## config.mk

```make
export PLATFORM = sky130hd
export DESIGN_NAME = ignition_arm_countdown_controller_flat
export DESIGN_NICKNAME = d
export VERILOG_FILES = /design/src/iacc_pkg.sv /design/src/iacc_if.sv /design/src/iacc_core.sv /design/src/ignition_arm_countdown_controller.sv /design/src/flat_wrapper.sv
export SDC_FILE = /design/constraint.sdc
export NUM_CORES = 1
export LEC_CHECK = 0
export BUFFER_PORTS_ARGS = -buffer_cell sky130_fd_sc_hd__buf_2
export CORE_MARGIN = 3
export CORE_UTILIZATION = 40
export CTS_BUF_LIST = sky130_fd_sc_hd__clkbuf_8
export CTS_CLUSTER_DIAMETER = 60
export DETAILED_ROUTE_END_ITERATION = 12
export SLEW_MARGIN = 20
export SYNTH_ARGS = -nofsm -noshare
export SYNTH_HDL_FRONTEND = slang
export SYNTH_SLANG_ARGS = --single-unit
```

## constraint.sdc

```tcl
create_clock -name clk -period 7.3 [get_ports clk]
set_input_delay 1.46 -clock clk [delete_from_list [all_inputs] [get_ports clk]]
set_output_delay 1.46 -clock clk [all_outputs]
set_load 0.02 [all_outputs]
```

## src/iacc_pkg.sv

```systemverilog
`timescale 1ns / 1ps
// ----------------------------------------------------------------------------
// Igniter arm countdown controller package
// Shared types, register indices, status codes and reset values.
// ----------------------------------------------------------------------------
package iacc_pkg;

  // Number of targets wired to the select matrix (eight per row byte).
  localparam int unsigned TARGET_COUNT = 64;

  // Request types carried by an input word.
  localparam logic [1:0] REQ_TICK   = 2'd0;
  localparam logic [1:0] REQ_ARM    = 2'd1;
  localparam logic [1:0] REQ_IGNITE = 2'd2;

  // Status codes reported on every result word.
  localparam logic [1:0] ST_UNPOWERED = 2'd0;
  localparam logic [1:0] ST_UNARMED   = 2'd1;
  localparam logic [1:0] ST_ARMED     = 2'd2;
  localparam logic [1:0] ST_FIRING    = 2'd3;

  // Configuration register indices.
  localparam logic [1:0] CFG_FUSE_LENGTH       = 2'd0;
  localparam logic [1:0] CFG_TICK_INCREMENT    = 2'd1;
  localparam logic [1:0] CFG_POST_FIRE_HOLD    = 2'd2;
  localparam logic [1:0] CFG_BUTTON_HOLD_TICKS = 2'd3;

  // Register reset values.
  localparam logic [13:0] FUSE_LENGTH_RST       = 14'd7000;
  localparam logic [9:0]  TICK_INCREMENT_RST    = 10'd100;
  localparam logic [13:0] POST_FIRE_HOLD_RST    = 14'd5000;
  localparam logic [7:0]  BUTTON_HOLD_TICKS_RST = 8'd20;

  // Standby select word driven while armed.
  localparam logic [15:0] STANDBY_WORD = 16'h0101;

  // Request sequencer states.
  typedef enum logic [2:0] {
    MODE_IDLE    = 3'b001,
    MODE_PENDING = 3'b010,
    MODE_HOLD    = 3'b100
  } mode_t;

  typedef struct packed {
    logic [13:0] fuse_length;
    logic [9:0]  tick_increment;
    logic [13:0] post_fire_hold;
    logic [7:0]  button_hold_ticks;
  } cfg_t;

  typedef struct packed {
    logic [1:0] req_type;
    logic       arm_request;
    logic       use_next;
    logic [6:0] target_id;
    logic       power_ok;
    logic       button_down;
  } item_t;

  typedef struct packed {
    logic [1:0]         status_code;
    logic               is_armed;
    logic               fire_pulse;
    logic [6:0]         fired_target;
    logic [7:0]         row_byte;
    logic [7:0]         column_byte;
    logic               fire_line;
    logic signed [15:0] countdown_value;
  } result_t;

endpackage

```

## src/iacc_if.sv

```systemverilog
`timescale 1ns / 1ps
// ----------------------------------------------------------------------------
// Igniter arm countdown controller channels
// Valid/ready interfaces for the request, result and configuration words.
// ----------------------------------------------------------------------------
interface iacc_in_if;
  logic       valid;
  logic       ready;
  logic [1:0] req_type;
  logic       arm_request;
  logic       use_next;
  logic [6:0] target_id;
  logic       power_ok;
  logic       button_down;

  modport source (output valid, req_type, arm_request, use_next, target_id,
                  power_ok, button_down, input ready);
  modport sink   (input valid, req_type, arm_request, use_next, target_id,
                  power_ok, button_down, output ready);
endinterface

interface iacc_out_if;
  logic               valid;
  logic               ready;
  logic [1:0]         status_code;
  logic               is_armed;
  logic               fire_pulse;
  logic [6:0]         fired_target;
  logic [7:0]         row_byte;
  logic [7:0]         column_byte;
  logic               fire_line;
  logic signed [15:0] countdown_value;

  modport source (output valid, status_code, is_armed, fire_pulse, fired_target,
                  row_byte, column_byte, fire_line, countdown_value, input ready);
  modport sink   (input valid, status_code, is_armed, fire_pulse, fired_target,
                  row_byte, column_byte, fire_line, countdown_value, output ready);
endinterface

interface iacc_cfg_if;
  logic        valid;
  logic        ready;
  logic [1:0]  index;
  logic [13:0] data;

  modport source (output valid, index, data, input ready);
  modport sink   (input valid, index, data, output ready);
endinterface

```

## src/iacc_core.sv

```systemverilog
`timescale 1ns / 1ps
// ----------------------------------------------------------------------------
// Igniter arm countdown controller core
// Holds the controller state and works out one step per presented word.
// ----------------------------------------------------------------------------
module iacc_core #(
  parameter int unsigned TARGET_COUNT = iacc_pkg::TARGET_COUNT
) (
  input  logic             clk,
  input  logic             rst_n,
  input  logic             step_en,
  input  iacc_pkg::item_t   item,
  input  iacc_pkg::cfg_t    cfg,
  output iacc_pkg::result_t result
);
  import iacc_pkg::*;

  // State registers. The standby word and fire line follow the armed flag,
  // so they are derived from it rather than stored.
  logic               armed_r,      armed_nxt;
  logic               power_seen_r, power_seen_nxt;
  mode_t              mode_r,       mode_nxt;
  logic [6:0]         req_tgt_r,    req_tgt_nxt;
  logic [6:0]         next_tgt_r,   next_tgt_nxt;
  logic signed [15:0] cd_r,         cd_nxt;
  logic [7:0]         press_r,      press_nxt;
  logic [1:0]         status_r,     status_nxt;

  always_ff @(posedge clk) begin
    if (!rst_n) begin
      armed_r      <= 1'b0;
      power_seen_r <= 1'b0;
      mode_r       <= MODE_IDLE;
      req_tgt_r    <= '0;
      next_tgt_r   <= '0;
      cd_r         <= '0;
      press_r      <= '0;
      status_r     <= ST_UNPOWERED;
    end else if (step_en) begin
      armed_r      <= armed_nxt;
      power_seen_r <= power_seen_nxt;
      mode_r       <= mode_nxt;
      req_tgt_r    <= req_tgt_nxt;
      next_tgt_r   <= next_tgt_nxt;
      cd_r         <= cd_nxt;
      press_r      <= press_nxt;
      status_r     <= status_nxt;
    end
  end

  // Step logic: the request is applied in order, then the tick bookkeeping.
  logic signed [16:0] cd_v;
  logic signed [16:0] sum_v;
  logic               pulse_v;
  logic [6:0]         ptgt_v;
  logic [7:0]         row_v;
  logic [7:0]         col_v;
  logic               press_hit_v;

  always_comb begin
    armed_nxt      = armed_r;
    power_seen_nxt = power_seen_r;
    mode_nxt       = mode_r;
    req_tgt_nxt    = req_tgt_r;
    next_tgt_nxt   = next_tgt_r;
    press_nxt      = press_r;
    status_nxt     = status_r;
    cd_v           = 17'(cd_r);
    sum_v          = '0;
    pulse_v        = 1'b0;
    ptgt_v         = '0;
    row_v          = '0;
    col_v          = '0;
    press_hit_v    = 1'b0;

    case (item.req_type)
      REQ_ARM: begin
        // A matching state is ignored, and arming needs power.
        if ((item.arm_request != armed_r) && !(item.arm_request && !item.power_ok)) begin
          armed_nxt = item.arm_request;
          mode_nxt  = MODE_IDLE;
          cd_v      = '0;
        end
      end
      REQ_IGNITE: begin
        if (item.power_ok) begin
          cd_v        = -$signed({3'b000, cfg.fuse_length});
          mode_nxt    = MODE_PENDING;
          req_tgt_nxt = item.use_next ? next_tgt_r : item.target_id;
        end
      end
      REQ_TICK: begin
        // A change in power disarms.
        if (item.power_ok != power_seen_r) begin
          power_seen_nxt = item.power_ok;
          if (armed_r) begin
            armed_nxt = 1'b0;
            mode_nxt  = MODE_IDLE;
            cd_v      = '0;
          end
        end

        // Button hold counter, which ignites the next target once.
        if (item.button_down && (status_r == ST_ARMED)) begin
          if (press_r != 8'hFF) begin
            press_nxt = press_r + 8'd1;
          end
          press_hit_v = (press_r == cfg.button_hold_ticks);
          if (press_hit_v && item.power_ok) begin
            cd_v        = -$signed({3'b000, cfg.fuse_length});
            mode_nxt    = MODE_PENDING;
            req_tgt_nxt = next_tgt_r;
          end
        end else begin
          press_nxt = '0;
        end

        // Countdown advance, ignition and post-fire hold.
        if (item.power_ok) begin
          if (!armed_nxt) begin
            mode_nxt = MODE_IDLE;
          end else if (mode_nxt != MODE_IDLE) begin
            sum_v = cd_v + $signed({7'b0000000, cfg.tick_increment});
            cd_v  = sum_v;
            if ((mode_nxt == MODE_PENDING) && !sum_v[16]) begin
              pulse_v = 1'b1;
              ptgt_v  = req_tgt_nxt;
              if (32'(req_tgt_nxt) < TARGET_COUNT) begin
                row_v = 8'(1) << req_tgt_nxt[5:3];
              end
              col_v        = 8'(1) << req_tgt_nxt[2:0];
              next_tgt_nxt = (req_tgt_nxt != 7'h7F) ? req_tgt_nxt + 7'd1 : 7'h7F;
              mode_nxt     = MODE_HOLD;
            end else if (sum_v >= $signed({3'b000, cfg.post_fire_hold})) begin
              mode_nxt = MODE_IDLE;
              cd_v     = '0;
            end
          end
        end

        // Status is refreshed only at the end of a tick.
        if (!item.power_ok) begin
          status_nxt = ST_UNPOWERED;
        end else if (!armed_nxt) begin
          status_nxt = ST_UNARMED;
        end else if (mode_nxt == MODE_IDLE) begin
          status_nxt = ST_ARMED;
        end else begin
          status_nxt = ST_FIRING;
        end
      end
      default: begin
      end
    endcase

    cd_nxt = cd_v[15:0];

    result.status_code     = status_nxt;
    result.is_armed        = armed_nxt;
    result.fire_pulse      = pulse_v;
    result.fired_target    = ptgt_v;
    result.row_byte        = pulse_v ? row_v : (armed_nxt ? STANDBY_WORD[15:8] : 8'h00);
    result.column_byte     = pulse_v ? col_v : (armed_nxt ? STANDBY_WORD[7:0] : 8'h00);
    result.fire_line       = armed_nxt;
    result.countdown_value = cd_v[15:0];
  end

endmodule

```

## src/ignition_arm_countdown_controller.sv

```systemverilog
`timescale 1ns / 1ps
// ----------------------------------------------------------------------------
// Igniter arm countdown controller
// Input register, one-step state update and result register.
// ----------------------------------------------------------------------------
// Each request word gives exactly one result word. A word is taken into an
// input register, and in the cycle it moves on the controller state is
// updated and the result is captured in the output register, so the block
// takes one word per clock while the result side keeps up; the throughput
// is set by the single state update per cycle. Configuration writes are
// always accepted and should be made while no word is in flight.
module ignition_arm_countdown_controller #(
  parameter int unsigned TARGET_COUNT = iacc_pkg::TARGET_COUNT
) (
  input logic       clk,
  input logic       rst_n,
  iacc_in_if.sink   in_ch,
  iacc_out_if.source out_ch,
  iacc_cfg_if.sink  cfg_ch
);
  import iacc_pkg::*;

  // Configuration registers.
  cfg_t cfg_r;

  assign cfg_ch.ready = 1'b1;

  always_ff @(posedge clk) begin
    if (!rst_n) begin
      cfg_r.fuse_length       <= FUSE_LENGTH_RST;
      cfg_r.tick_increment    <= TICK_INCREMENT_RST;
      cfg_r.post_fire_hold    <= POST_FIRE_HOLD_RST;
      cfg_r.button_hold_ticks <= BUTTON_HOLD_TICKS_RST;
    end else if (cfg_ch.valid) begin
      unique case (cfg_ch.index)
        CFG_FUSE_LENGTH:       cfg_r.fuse_length       <= cfg_ch.data;
        CFG_TICK_INCREMENT:    cfg_r.tick_increment    <= cfg_ch.data[9:0];
        CFG_POST_FIRE_HOLD:    cfg_r.post_fire_hold    <= cfg_ch.data;
        CFG_BUTTON_HOLD_TICKS: cfg_r.button_hold_ticks <= cfg_ch.data[7:0];
        default: begin
        end
      endcase
    end
  end

  // Input register stage.
  logic  in_valid_r;
  item_t in_item_r;
  logic  out_valid_r;
  logic  step;

  assign step         = in_valid_r && (!out_valid_r || out_ch.ready);
  assign in_ch.ready  = !in_valid_r || step;

  always_ff @(posedge clk) begin
    if (!rst_n) begin
      in_valid_r <= 1'b0;
    end else if (in_ch.ready) begin
      in_valid_r <= in_ch.valid;
    end
  end

  always_ff @(posedge clk) begin
    if (in_ch.valid && in_ch.ready) begin
      in_item_r.req_type    <= in_ch.req_type;
      in_item_r.arm_request <= in_ch.arm_request;
      in_item_r.use_next    <= in_ch.use_next;
      in_item_r.target_id   <= in_ch.target_id;
      in_item_r.power_ok    <= in_ch.power_ok;
      in_item_r.button_down <= in_ch.button_down;
    end
  end

  // Controller state and step logic.
  result_t step_res;

  iacc_core #(
    .TARGET_COUNT (TARGET_COUNT)
  ) u_core (
    .clk     (clk),
    .rst_n   (rst_n),
    .step_en (step),
    .item    (in_item_r),
    .cfg     (cfg_r),
    .result  (step_res)
  );

  // Result register stage.
  result_t out_res_r;

  always_ff @(posedge clk) begin
    if (!rst_n) begin
      out_valid_r <= 1'b0;
    end else if (step) begin
      out_valid_r <= 1'b1;
    end else if (out_ch.ready) begin
      out_valid_r <= 1'b0;
    end
  end

  always_ff @(posedge clk) begin
    if (step) begin
      out_res_r <= step_res;
    end
  end

  assign out_ch.valid           = out_valid_r;
  assign out_ch.status_code     = out_res_r.status_code;
  assign out_ch.is_armed        = out_res_r.is_armed;
  assign out_ch.fire_pulse      = out_res_r.fire_pulse;
  assign out_ch.fired_target    = out_res_r.fired_target;
  assign out_ch.row_byte        = out_res_r.row_byte;
  assign out_ch.column_byte     = out_res_r.column_byte;
  assign out_ch.fire_line       = out_res_r.fire_line;
  assign out_ch.countdown_value = out_res_r.countdown_value;

endmodule
```

## src/flat_wrapper.sv

```systemverilog
// flat-port wrapper written by rule: the top's interface ports become plain ports
module ignition_arm_countdown_controller_flat import iacc_pkg::*;
#(
  parameter int unsigned TARGET_COUNT = iacc_pkg::TARGET_COUNT
)
  (clk, rst_n, in_ch_valid, in_ch_req_type, in_ch_arm_request, in_ch_use_next, in_ch_target_id, in_ch_power_ok, in_ch_button_down, in_ch_ready, out_ch_valid, out_ch_status_code, out_ch_is_armed, out_ch_fire_pulse, out_ch_fired_target, out_ch_row_byte, out_ch_column_byte, out_ch_fire_line, out_ch_countdown_value, out_ch_ready, cfg_ch_valid, cfg_ch_index, cfg_ch_data, cfg_ch_ready);
  iacc_in_if in_ch_i ();
  iacc_out_if out_ch_i ();
  iacc_cfg_if cfg_ch_i ();
  input logic clk;
  input logic rst_n;
  input wire logic [$bits(in_ch_i.valid)-1:0] in_ch_valid;
  input wire logic [$bits(in_ch_i.req_type)-1:0] in_ch_req_type;
  input wire logic [$bits(in_ch_i.arm_request)-1:0] in_ch_arm_request;
  input wire logic [$bits(in_ch_i.use_next)-1:0] in_ch_use_next;
  input wire logic [$bits(in_ch_i.target_id)-1:0] in_ch_target_id;
  input wire logic [$bits(in_ch_i.power_ok)-1:0] in_ch_power_ok;
  input wire logic [$bits(in_ch_i.button_down)-1:0] in_ch_button_down;
  output wire logic [$bits(in_ch_i.ready)-1:0] in_ch_ready;
  output wire logic [$bits(out_ch_i.valid)-1:0] out_ch_valid;
  output wire logic [$bits(out_ch_i.status_code)-1:0] out_ch_status_code;
  output wire logic [$bits(out_ch_i.is_armed)-1:0] out_ch_is_armed;
  output wire logic [$bits(out_ch_i.fire_pulse)-1:0] out_ch_fire_pulse;
  output wire logic [$bits(out_ch_i.fired_target)-1:0] out_ch_fired_target;
  output wire logic [$bits(out_ch_i.row_byte)-1:0] out_ch_row_byte;
  output wire logic [$bits(out_ch_i.column_byte)-1:0] out_ch_column_byte;
  output wire logic [$bits(out_ch_i.fire_line)-1:0] out_ch_fire_line;
  output wire logic [$bits(out_ch_i.countdown_value)-1:0] out_ch_countdown_value;
  input wire logic [$bits(out_ch_i.ready)-1:0] out_ch_ready;
  input wire logic [$bits(cfg_ch_i.valid)-1:0] cfg_ch_valid;
  input wire logic [$bits(cfg_ch_i.index)-1:0] cfg_ch_index;
  input wire logic [$bits(cfg_ch_i.data)-1:0] cfg_ch_data;
  output wire logic [$bits(cfg_ch_i.ready)-1:0] cfg_ch_ready;
  assign in_ch_i.valid = in_ch_valid;
  assign in_ch_i.req_type = in_ch_req_type;
  assign in_ch_i.arm_request = in_ch_arm_request;
  assign in_ch_i.use_next = in_ch_use_next;
  assign in_ch_i.target_id = in_ch_target_id;
  assign in_ch_i.power_ok = in_ch_power_ok;
  assign in_ch_i.button_down = in_ch_button_down;
  assign in_ch_ready = in_ch_i.ready;
  assign out_ch_valid = out_ch_i.valid;
  assign out_ch_status_code = out_ch_i.status_code;
  assign out_ch_is_armed = out_ch_i.is_armed;
  assign out_ch_fire_pulse = out_ch_i.fire_pulse;
  assign out_ch_fired_target = out_ch_i.fired_target;
  assign out_ch_row_byte = out_ch_i.row_byte;
  assign out_ch_column_byte = out_ch_i.column_byte;
  assign out_ch_fire_line = out_ch_i.fire_line;
  assign out_ch_countdown_value = out_ch_i.countdown_value;
  assign out_ch_i.ready = out_ch_ready;
  assign cfg_ch_i.valid = cfg_ch_valid;
  assign cfg_ch_i.index = cfg_ch_index;
  assign cfg_ch_i.data = cfg_ch_data;
  assign cfg_ch_ready = cfg_ch_i.ready;
  ignition_arm_countdown_controller #(.TARGET_COUNT(TARGET_COUNT)) u_core (.clk(clk), .rst_n(rst_n), .in_ch(in_ch_i), .out_ch(out_ch_i), .cfg_ch(cfg_ch_i));
endmodule
```

==> metrics.md <==
| Metric | Value |
|---|---|
| P per Cell Area | 200 nW/um2 |
| Row count | between 50 and 60 |
| Max-cap viol count | 0 |
| Io pins | 81 |
| Flops & latches, synth | around 150 |
| IO Port Bufs | 79 |
| YS warnings | 0 |
| Vias in the first global route | 6056 |
| Die W | roughly 150 um |
| Post-route setup TNS | 0 ps |
| WL/cell | about 17 um |
| Final core utilization | 0.461 |
| Post-synth top cells | nand2_1, dfxtp_1, a21oi_1, nor2_1, edfxtp_1 |
| Synth top area share | 0.232 |
| Max frequency | about 170 MHz |
| Top cells by area, synth | dfxtp_1, edfxtp_1, nand2_1, ha_1, a21oi_1 |
| Clk Latency, worst-skew pair | around 470 ps |
| DRC errors left | 0 |
| Avg Inst Size Synth | a little under 9 um2 |
| Netlist cell types | 75 |
| Final #Nets | between 1000 and 1500 |
| DP HPWL | about 15000 um |
| Worst relative slew slack | 0.320 |
| Setup bufs post-CTS | 0 |
| Largest net degree at the start of global routing | 77 |
| First-pass GRT wire length | 33700 um |
| Post-Syn Instances | a little over 900 |
| Final-report hold violation count | 0 |
| Hold Startpoint | u_core.cfg_r[10]$_SDFFE_PN0P_ |
| Number of synthesized flops with an enable pin | 56 |
| Reg2Reg Depth | 23 |
| Initial antenna violation count | 0 |
| Ys async rst share | 0 |
| Final Skew | approximately 18 ps |
| RSZ-0062 raised after global routing | false |
| Final WL | ~21000 um |
| H-tree Lvls | 4 |
| Inserted Clock Buffers | 17 |
| Sequential area share after synthesis | 0.441 |
| Number of antenna repair diodes | 0 |
| P_int | approximately 1.3 mW |
| Reg2reg end | u_core.out_ch.countdown_value[15]$_DFFE_PP_ |
| Status | finished clean |
| Starting Density | 0.410 |
| Switching share of total power | 0.301 |
| Fraction of layout cells with a size suffix above 1 | 0.161 |
| Hold Buf Count CTS | 0 |
| Syn nets | 973 |
| Top FF cell, synth | dfxtp_1 |
| Measured slew at the worst slew-check pin | around 1000 ps |
| Worst setup EP type | register |
| Reg2reg setup slack | ~1300 ps |
| Fin crit share | 0.825 |
| Core region area | roughly 20000 um2 |
| Fin crit period | around 6000 ps |
| Crit path launch | u_core.u_core.press_r[2]$_SDFFE_PN0P_ |
| Worst setup SP type | register |
| Worst slack, placed | roughly 1300 ps |
| Via count | 6695 |
| Crit Path Class | register to register |
| Reg power frac | 0.511 |
| Slew Limit Fails | 0 |
| Static leakage | approximately 3.5 nW |
| Root Driver | clkbuf_8 |
| FF-to-FF Start | u_core.u_core.press_r[2]$_SDFFE_PN0P_ |
| Clock buffer depth | 2 |
| Critical Path Sink | u_core.out_ch.countdown_value[15]$_DFFE_PP_ |
| Post-CTS Resized | 0 |
| Via/cell ratio | about 5.4 |
| Area Overhead vs Synth | 12.4% |
| Die area | 21800 um2 |
| RePlAce Congestion | ~0.94 |
| CP Data Required Time | between 7000 and 8000 ps |
| Worst Path Max Fanout | 30 |
| Maximum VDD drop | about 0.11 mV |
| Number of clock sinks | approximately 150 |
| CTS tree | built |
| GRT Total Usage | 0.194 |
| Drt pass-1 iters | 5 |
| Final setup margin | about 1300 ps |
| Die Span Y | between 100 and 150 um |
| Clock Power Share | 0.361 |
| Setup Viol. Count Final | 0 |
| Count leader, synth | nand2_1 |
| 1st-iter DRT viols | between 600 and 700 |
| Clock slew at reported path FFs | about 90 ps |
| Grt ovf | 0 |
| Hold Crit Class | register to register |
| Post-Syn Area | between 8000 and 9000 um2 |
| Crit path DAT | between 6000 and 7000 ps |
| Sw Pwr | ~0.54 mW |
| Combinational Power Share | 0.128 |
| DRT antenna net count | 0 |
| Cell type with the largest total area after synthesis | dfxtp_1 |
[power groups by stage]
| stage | Sequential [mW] | Combinational, mW | Clock, mW |
|---|---|---|---|
| after global routing | 0.927 | 0.257 | 0.703 |
| after global placement | 0.942 | 0.230 | 0 |
| final | 0.923 | 0.232 | 0.651 |
| after floorplan | 0.946 | 0.150 | 0 |
| after detailed placement | 0.942 | 0.231 | 0 |
| after CTS | 0.923 | 0.232 | 0.671 |
[final cells by class]
| type | instances | area, um2 |
|---|---|---|
| Timing Repair Buffer | 87 | 455 |
| Clock buffer | 17 | 234 |
| Sequential cell | 149 | 3540 |
| Clock inverter | 15 | 164 |
| Inverter | 44 | 165 |
| Tap cell | 265 | 332 |
| Multi-Input combinational cell | 669 | 4130 |
| Fill cell | 1987 | 10600 |
[layer usage]
layer	wire length, um	up-vias	global-route usage
met4	244	0	0.0480
met3	1290	19	0.0337
met5	0	-	0
met1	10900	3116	0.307
met2	8630	214	0.273
li1	-	3346	-
[flip-flops by register name (all words and copies together), names as in the netlist, 8 cells and up]
register	flops
u_core.cfg_r	46
u_core.out_ch.column_byte	8
u_core.out_ch.row_byte	8
u_core.u_core.press_r	8
u_core.out_ch.countdown_value	16
u_core.u_core.cd_r	16
u_core.in_item_r	13
[cells by family (layout without fill, tap and decap cells)]
family / after synthesis / count (layout) / synth area share
muxes: 13 / 13 / 0.0168
buffers and inverters: 87 / 163 / 0.0452
AOI/OAI and AO/OA: 230 / 230 / 0.191
other: 1 / 1 / 0.000467
adders and majority gates: 34 / 34 / 0.0539
xor gates and xnor gates: 39 / 39 / 0.0425
DFF: 149 / 149 / 0.441
and+or+nand+nor: 352 / 352 / 0.209
[through the flow]
stage / instances / hold WS (ps) / cell area, um2 / power, mW
floorplan: 905 / 436 / 8030 / 1.10
global placement: 1214 / 444 / 8620 / 1.17
detailed placement: 1214 / 450 / 8620 / 1.17
CTS: 1246 / 463 / 9020 / 1.83
global route: 1246 / 488 / 9020 / 1.89
finish: 1246 / 462 / 9020 / 1.81
[critical path: stages, from the launching register on]
cell       delay, ps
dfxtp_1          420
xnor2_1          150
nand4_1          240
or3_4            630
and3_1           230
a21oi_1          260
inv_1             80
ha_1             290
a21oi_1          180
o22ai_1          130
a21oi_1          240
o21bai_1         130
o311ai_1         570
a2bb2oi_1        290
ha_1             290
a21oi_1          130
o21ai_0          100
a21oi_1          230
o21ai_0          160
o32ai_2          260
a211o_2          220
and3_4           410
nand3_2          150
nand3_1          110
[cell usage in the layout (no fill, tap or decap), types with 13 or more instances in the layout]
| cell type | Yosys | layout |
|---|---|---|
| a211oi_1 | 18 | 18 |
| a21oi_1 | 78 | 78 |
| and3_1 | 13 | 13 |
| buf_2 | 4 | 79 |
| clkbuf_8 | 0 | 17 |
| dfxtp_1 | 93 | 93 |
| edfxtp_1 | 56 | 56 |
| ha_1 | 33 | 33 |
| inv_1 | 42 | 41 |
| nand2_1 | 148 | 148 |
| nand3_1 | 31 | 31 |
| nor2_1 | 73 | 73 |
| nor3_1 | 13 | 13 |
| o21ai_0 | 46 | 46 |
| xnor2_1 | 28 | 28 |
[how the worst min path moves through the flow]
stage	to	slack [ps]	depth (start not counted)
finish	u_core.cfg_r[10]$_SDFFE_PN0P_	460	2
global route	u_core.cfg_r[14]$_SDFFE_PN0P_	490	2
CTS	u_core.cfg_r[10]$_SDFFE_PN0P_	460	2
detailed placement	u_core.cfg_r[10]$_SDFFE_PN0P_	450	2
global placement	u_core.cfg_r[21]$_SDFFE_PN0P_	440	2
floorplan	u_core.u_core.req_tgt_r[2]$_SDFFE_PN0P_	440	2
Power figures use the tool's default switching activity.
